<file path="src/rtl/pip_pkg.sv">
// Shared types and constants for the point-in-polygon test block.
// Used by the vertex memory, the shared multiplier and the top-level sequencer.
// No dependencies.
package pip_pkg;

    localparam int MAX_VERTICES = 64;
    localparam int VIDX_W       = $clog2(MAX_VERTICES);
    localparam int CNT_W        = $clog2(MAX_VERTICES + 1);
    localparam int COORD_W      = 32;
    localparam int DIFF_W       = COORD_W + 1;
    localparam int PROD_W       = 2 * DIFF_W;
    localparam int SUM_W        = PROD_W + 1;

    localparam logic [1:0] REQ_CLEAR  = 2'd0;
    localparam logic [1:0] REQ_APPEND = 2'd1;
    localparam logic [1:0] REQ_QUERY  = 2'd2;

    typedef logic signed [COORD_W-1:0] coord_t;
    typedef logic signed [DIFF_W-1:0]  diff_t;
    typedef logic signed [PROD_W-1:0]  prod_t;
    typedef logic signed [SUM_W-1:0]   sum_t;

    typedef struct packed {
        coord_t x;
        coord_t y;
    } vertex_t;

    // Exact difference of two coordinates, one bit wider than a coordinate.
    function automatic diff_t coord_diff(input coord_t a, input coord_t b);
        diff_t wa;
        diff_t wb;
        wa = diff_t'(a);
        wb = diff_t'(b);
        return wa - wb;
    endfunction

endpackage

</file>
<file path="src/rtl/pip_vertex_mem.sv">
// Polygon vertex store: one write port, one read port with registered data.
// Depends on pip_pkg for the depth and the vertex type.
module pip_vertex_mem
    import pip_pkg::*;
(
    input  logic              aclk,
    input  logic              wr_en,
    input  logic [VIDX_W-1:0] wr_addr,
    input  vertex_t           wr_data,
    input  logic [VIDX_W-1:0] rd_addr,
    output vertex_t           rd_data
);

    vertex_t mem [MAX_VERTICES];
    vertex_t rd_data_reg;

    always_ff @(posedge aclk) begin
        if (wr_en) begin
            mem[wr_addr] <= wr_data;
        end
        rd_data_reg <= mem[rd_addr];
    end

    assign rd_data = rd_data_reg;

endmodule

</file>
<file path="config.mk">
export PLATFORM = sky130hd
export DESIGN_NAME = pip_vertex_mem
export DESIGN_NICKNAME = d
export VERILOG_FILES = /design/src/rtl/pip_pkg.sv /design/src/rtl/pip_vertex_mem.sv
export SDC_FILE = /design/constraint.sdc
export NUM_CORES = 2
export LEC_CHECK = 0
export BUFFER_PORTS_ARGS = -buffer_cell sky130_fd_sc_hd__buf_2
export CAP_MARGIN = 10
export CORE_UTILIZATION = 35
export CTS_CLUSTER_SIZE = 10
export DETAILED_ROUTE_END_ITERATION = 8
export GPL_TIMING_DRIVEN = 0
export PLACE_DENSITY = 0.58
export SYNTH_ARGS = -nofsm -noshare
export SYNTH_HDL_FRONTEND = slang
export SYNTH_SLANG_ARGS = --single-unit
</file>
<file path="constraint.sdc">
create_clock -name aclk -period 7.4 [get_ports aclk]
set_clock_uncertainty 0.05 [all_clocks]
set_input_delay 0.74 -clock aclk [delete_from_list [all_inputs] [get_ports aclk]]
set_output_delay 0.74 -clock aclk [all_outputs]
set_load 0.1 [all_outputs]
</file>
# == Word level (Yosys, flattened, before mapping) ==
# Memories as Yosys holds them, arrays and structs flattened. A register that Yosys moved wholly into a read port is not among the register bits.
# Index checks and enable logic that the tools add are counted.
# op_classes
muxes,2
# ops
cell,count
two-way mux 1 bit,2
# word_totals
inputBits,78
mem_bits_rw,4096
out_inout_bits,64
mem_count,1
regBits,0
# memory_table
memory,depth,word_bits,read_ports,rd_clocked_by_memory_dff,wr,line_no,source
mem,64,64,1,1,1,pip_vertex_mem.sv:14,vertex_t mem [MAX_VERTICES];

# == Depth between registers and ports, before layout ==
# depth
depth_word,2
ltp_mapped,9
ltp_nobuf,5

# == Worst setup path after synthesis ==
# OpenSTA, ideal clock, no wires.
# synth_path
path_type,input port to flip-flop
startpoint,input wr_addr[3]
endpoint,"memory mem[48][0] in the netlist's numbering, enable pin"
cell_stages,4
setup_time_ns,0.564
n_path_buf,1
t_arrival_ns,5.612
slack_ns,1.174
cell_sequence,clkbuf_1 -> nor2b_1 -> nand4b_1 -> nor3_1
# synth_lines
item,line_no,source
"start, declared",pip_vertex_mem.sv:8,"input logic [VIDX_W-1:0] wr_addr,"
"end, declared",pip_vertex_mem.sv:14,
# Straight into the memory's write port.

==> impl_metrics.tcl <==
set metrics [dict create \
    run_status "completed" \
    resized_cells_post_cts 0 \
    synthXorXnorAreaFrac_pct 0 \
    synthSimpleGateAreaFrac_pct 1.24 \
    gp_congestion 0.824 \
    dr.pass1.iters 5 \
    wl_per_cell_um 32.5 \
    initial_utilization_pct 35.1 \
    crit_end_category "flip-flop" \
    synthDistinctLibCells 33 \
    synth_async_sr_flop_share_pct 0 \
    antenna_found_initial 67 \
    antenna_violating_nets_post_route 0 \
    h-tree-depth 5 \
    synthToLayoutAreaGrowth_pct 16.8 \
    area.sequential_um2 124000 \
    final_hold_vios 0 \
    vias 75400 \
    layout_min_cycle_time_ns 4.45 \
    total_leakage_power_nw 56.4 \
    timing.setup.critical_path_class "input pin to flip-flop" \
    dpl_cell_area_um2 169000 \
    worst_hold_path_type "input pin to flip-flop" \
    die_width_um 670 \
    portBuffers 133 \
    synthCells 6598 \
    tightest_slew_ns 1.40 \
    synth_adder_area_share_pct 0 \
    area_fraction_in_compound_gates_after_synthesis_pct 2.48 \
    std_cell_core_area_um2 445000 \
    dp_slack_ns 2.19 \
    cp.arrival_ns 5.13 \
    multi_input_comb_area_um2 30700 \
    start_kind "input pin" \
    grt-ovfl-total 0 \
    largest_register_ffs 4096 \
    grt_use_total_pct 19.2 \
    root_buffer "clkbuf_16" \
    setup_viol 0 \
    required_ns 8.08 \
    synth.cell_area_um2 156000 \
    vias_in_the_first_global_route 76900 \
    power_per_cell_area_nw_per_um2 269 \
    maxSlewViolCount 0 \
    wire_length_of_the_first_global_routing_pass_um 607000 \
    relSlewSlack_pct 6.31 \
    cts_hold_repair.buffers 0 \
    core.rowCount 245 \
    synth.mux.area_fraction_pct 15.6 \
    via_per_inst 5.56 \
    half_perimeter_wire_length_after_detailed_placement_um 297000 \
    critical_path.max_fanout 10 \
    drt_wl_total_um 441000 \
    die-height_um 670 \
    synth_top_family_by_area "multiplexers" \
    syn_avg_cell_area_um2 23.7 \
    clock_buffer_depth 4 \
    detail_route.iter0.violations 9869 \
    post-cts-setup-buffers 0 \
    die_outline_area_um2 449000 \
    synthesis.nets 6676 \
    fin_setup_tns_ns 0 \
    rsz0062_at_grt "false" \
    power_mw 49.1 \
    synth_warnings 0 \
    final_design_instance_area_without_fill_um2 183000 \
    max_cap_viol_count 0 \
    synth-main-ff-cell "edfxtp_1" \
    num-nets-final 7526 \
    final_min_period_over_clock_period_pct 60.1 \
    top_level_ports 142 \
    tritoncts.num_buffers 459 \
    drive_above_1_share_pct 29.2 \
    clk_slew_on_worst_s_h_paths_ns 0.06 \
    tritoncts "done" \
    layout.filler_cells 38300 \
    fmax_ghz 0.225 \
    synth_sequential_area_ratio_pct 79.5 \
    cts_sinks 4160 \
    worst_ir_drop_on_vdd_mv 0.199 \
    synth_edf_count 4096 \
    setup_slack_ns 2.95 \
    number_of_synthesized_register_bits 4160 \
    drc_violation_count_after_routing 0 \
    worst_skew_pair.late_latency_ns 1.00 \
    grt_max_degree 65 \
]
[cell type report]
type                       instances  share of cell area [%]
clock buffer                     574                    6.58
timing repair buffer             389                    3.12
multi-input combinational       2049                    16.8
antenna                           31                  0.0425
tap                             5928                    4.06
sequential                      4160                    68.1
inverter                          19                  0.0391
buffer                           370                   0.976
clock inverter                    33                   0.301
[cell usage in the layout (no fill, tap or decap), types with 29 or more instances in the layout]
| master | netlist | routed |
|---|---|---|
| a22oi_1 | 168 | 168 |
| buf_4 | 34 | 45 |
| nand2_1 | 58 | 58 |
| mux4_2 | 1024 | 1024 |
| or3_1 | 29 | 29 |
| buf_12 | 0 | 207 |
| clkbuf_1 | 140 | 244 |
| diode_2 | 0 | 31 |
| edfxtp_1 | 4096 | 4096 |
| and3_1 | 64 | 64 |
| o22ai_1 | 83 | 83 |
| mux2i_1 | 135 | 135 |
| a211oi_1 | 63 | 61 |
| clkbuf_16 | 0 | 464 |
| o221ai_1 | 38 | 38 |
| nand3_1 | 45 | 45 |
| a22o_1 | 88 | 88 |
| nor2_4 | 0 | 62 |
| buf_2 | 170 | 298 |
| dfxtp_1 | 64 | 64 |
| nor2_1 | 112 | 50 |
[final timing paths]
| check | start | endpoint | slack [ns] | cells past startpoint |
|---|---|---|---|---|
| worst max-delay path | rd_addr[2] | rd_data[6]$_DFF_P_ | 2.95 | 9 |
| worst min-delay path | wr_data[43] | mem[31][43]$_DFFE_PP_ | 0.10 | 1 |
| worst max register to register | mem[51][6]$_DFFE_PP_ | rd_data[6]$_DFF_P_ | 4.41 | 5 |
| worst min register to register | mem[34][50]$_DFFE_PP_ | rd_data[50]$_DFF_P_ | 0.87 | 4 |
[synth_stat cells (2+ instances only)]
library cell | number | share of area, %
edfxtp_1 | 4096 | 79
o221ai_1 | 38 | 0.21
buf_4 | 34 | 0.16
or3_1 | 29 | 0.12
a211oi_1 | 63 | 0.30
and3_1 | 64 | 0.26
mux4_2 | 1024 | 15
o22ai_1 | 83 | 0.33
or2_2 | 28 | 0.11
and2_1 | 3 | 0.012
a22oi_1 | 168 | 0.81
nand3_1 | 45 | 0.14
mux2i_1 | 135 | 0.86
dfxtp_1 | 64 | 0.82
a41oi_1 | 26 | 0.15
nand3b_1 | 2 | 0.0096
inv_1 | 19 | 0.046
nand4_1 | 2 | 0.0080
a22o_1 | 88 | 0.49
buf_6 | 6 | 0.043
nand2b_1 | 11 | 0.044
buf_1 | 20 | 0.048
nor2_1 | 112 | 0.27
nor2b_1 | 28 | 0.11
clkbuf_1 | 140 | 0.34
buf_2 | 170 | 0.54
a2bb2oi_1 | 19 | 0.11
nor3_1 | 2 | 0.0064
a31oi_1 | 18 | 0.072
nand2_1 | 58 | 0.14
[power by group]
group | total [mW] | switching (mW) | internal [mW] | leakage, nW
combinational | 3.02 | 2.12 | 0.891 | 12.9
sequential | 26.2 | 0.0479 | 26.1 | 37.4
clock | 20.0 | 8.73 | 11.2 | 6.08
[cells by family after synthesis]
family | count (synthesis)
flops | 4160
buf+inv | 389
simple gates | 386
mux | 1159
compound gates | 504
[stage by stage]
step / hold slack [ns] / cells / utilization [%]
2_1_floorplan: 0.738 / 6598 / -
3_3_place_gp: 0.870 / 12700 / 36.9
3_5_place_dp: 0.868 / 12900 / 38.0
4_1_cts: 0.105 / 13500 / 40.8
5_1_grt: 0.0725 / 13500 / 41.0
6_report: 0.104 / 13600 / 41.0
[layer usage]
metal  track usage [%]  vias to the layer above  part of all wire, %
li1                  -                    30100                    -
met1              25.0                    41000                   39
met2              32.2                     3524                   49
met3              3.42                      743                  8.0
met4              7.16                       24                  4.1
met5                 0                        -                0.040
[worst max-delay path: stages]
cell	delay [ns]
buf_2	0.28
buf_4	0.37
buf_2	0.48
buf_2	0.65
buf_4	0.39
mux2i_1	0.17
o22ai_1	0.58
a31oi_1	0.32
a211oi_1	1.09
No activity file was read; power rests on OpenSTA's default activity.
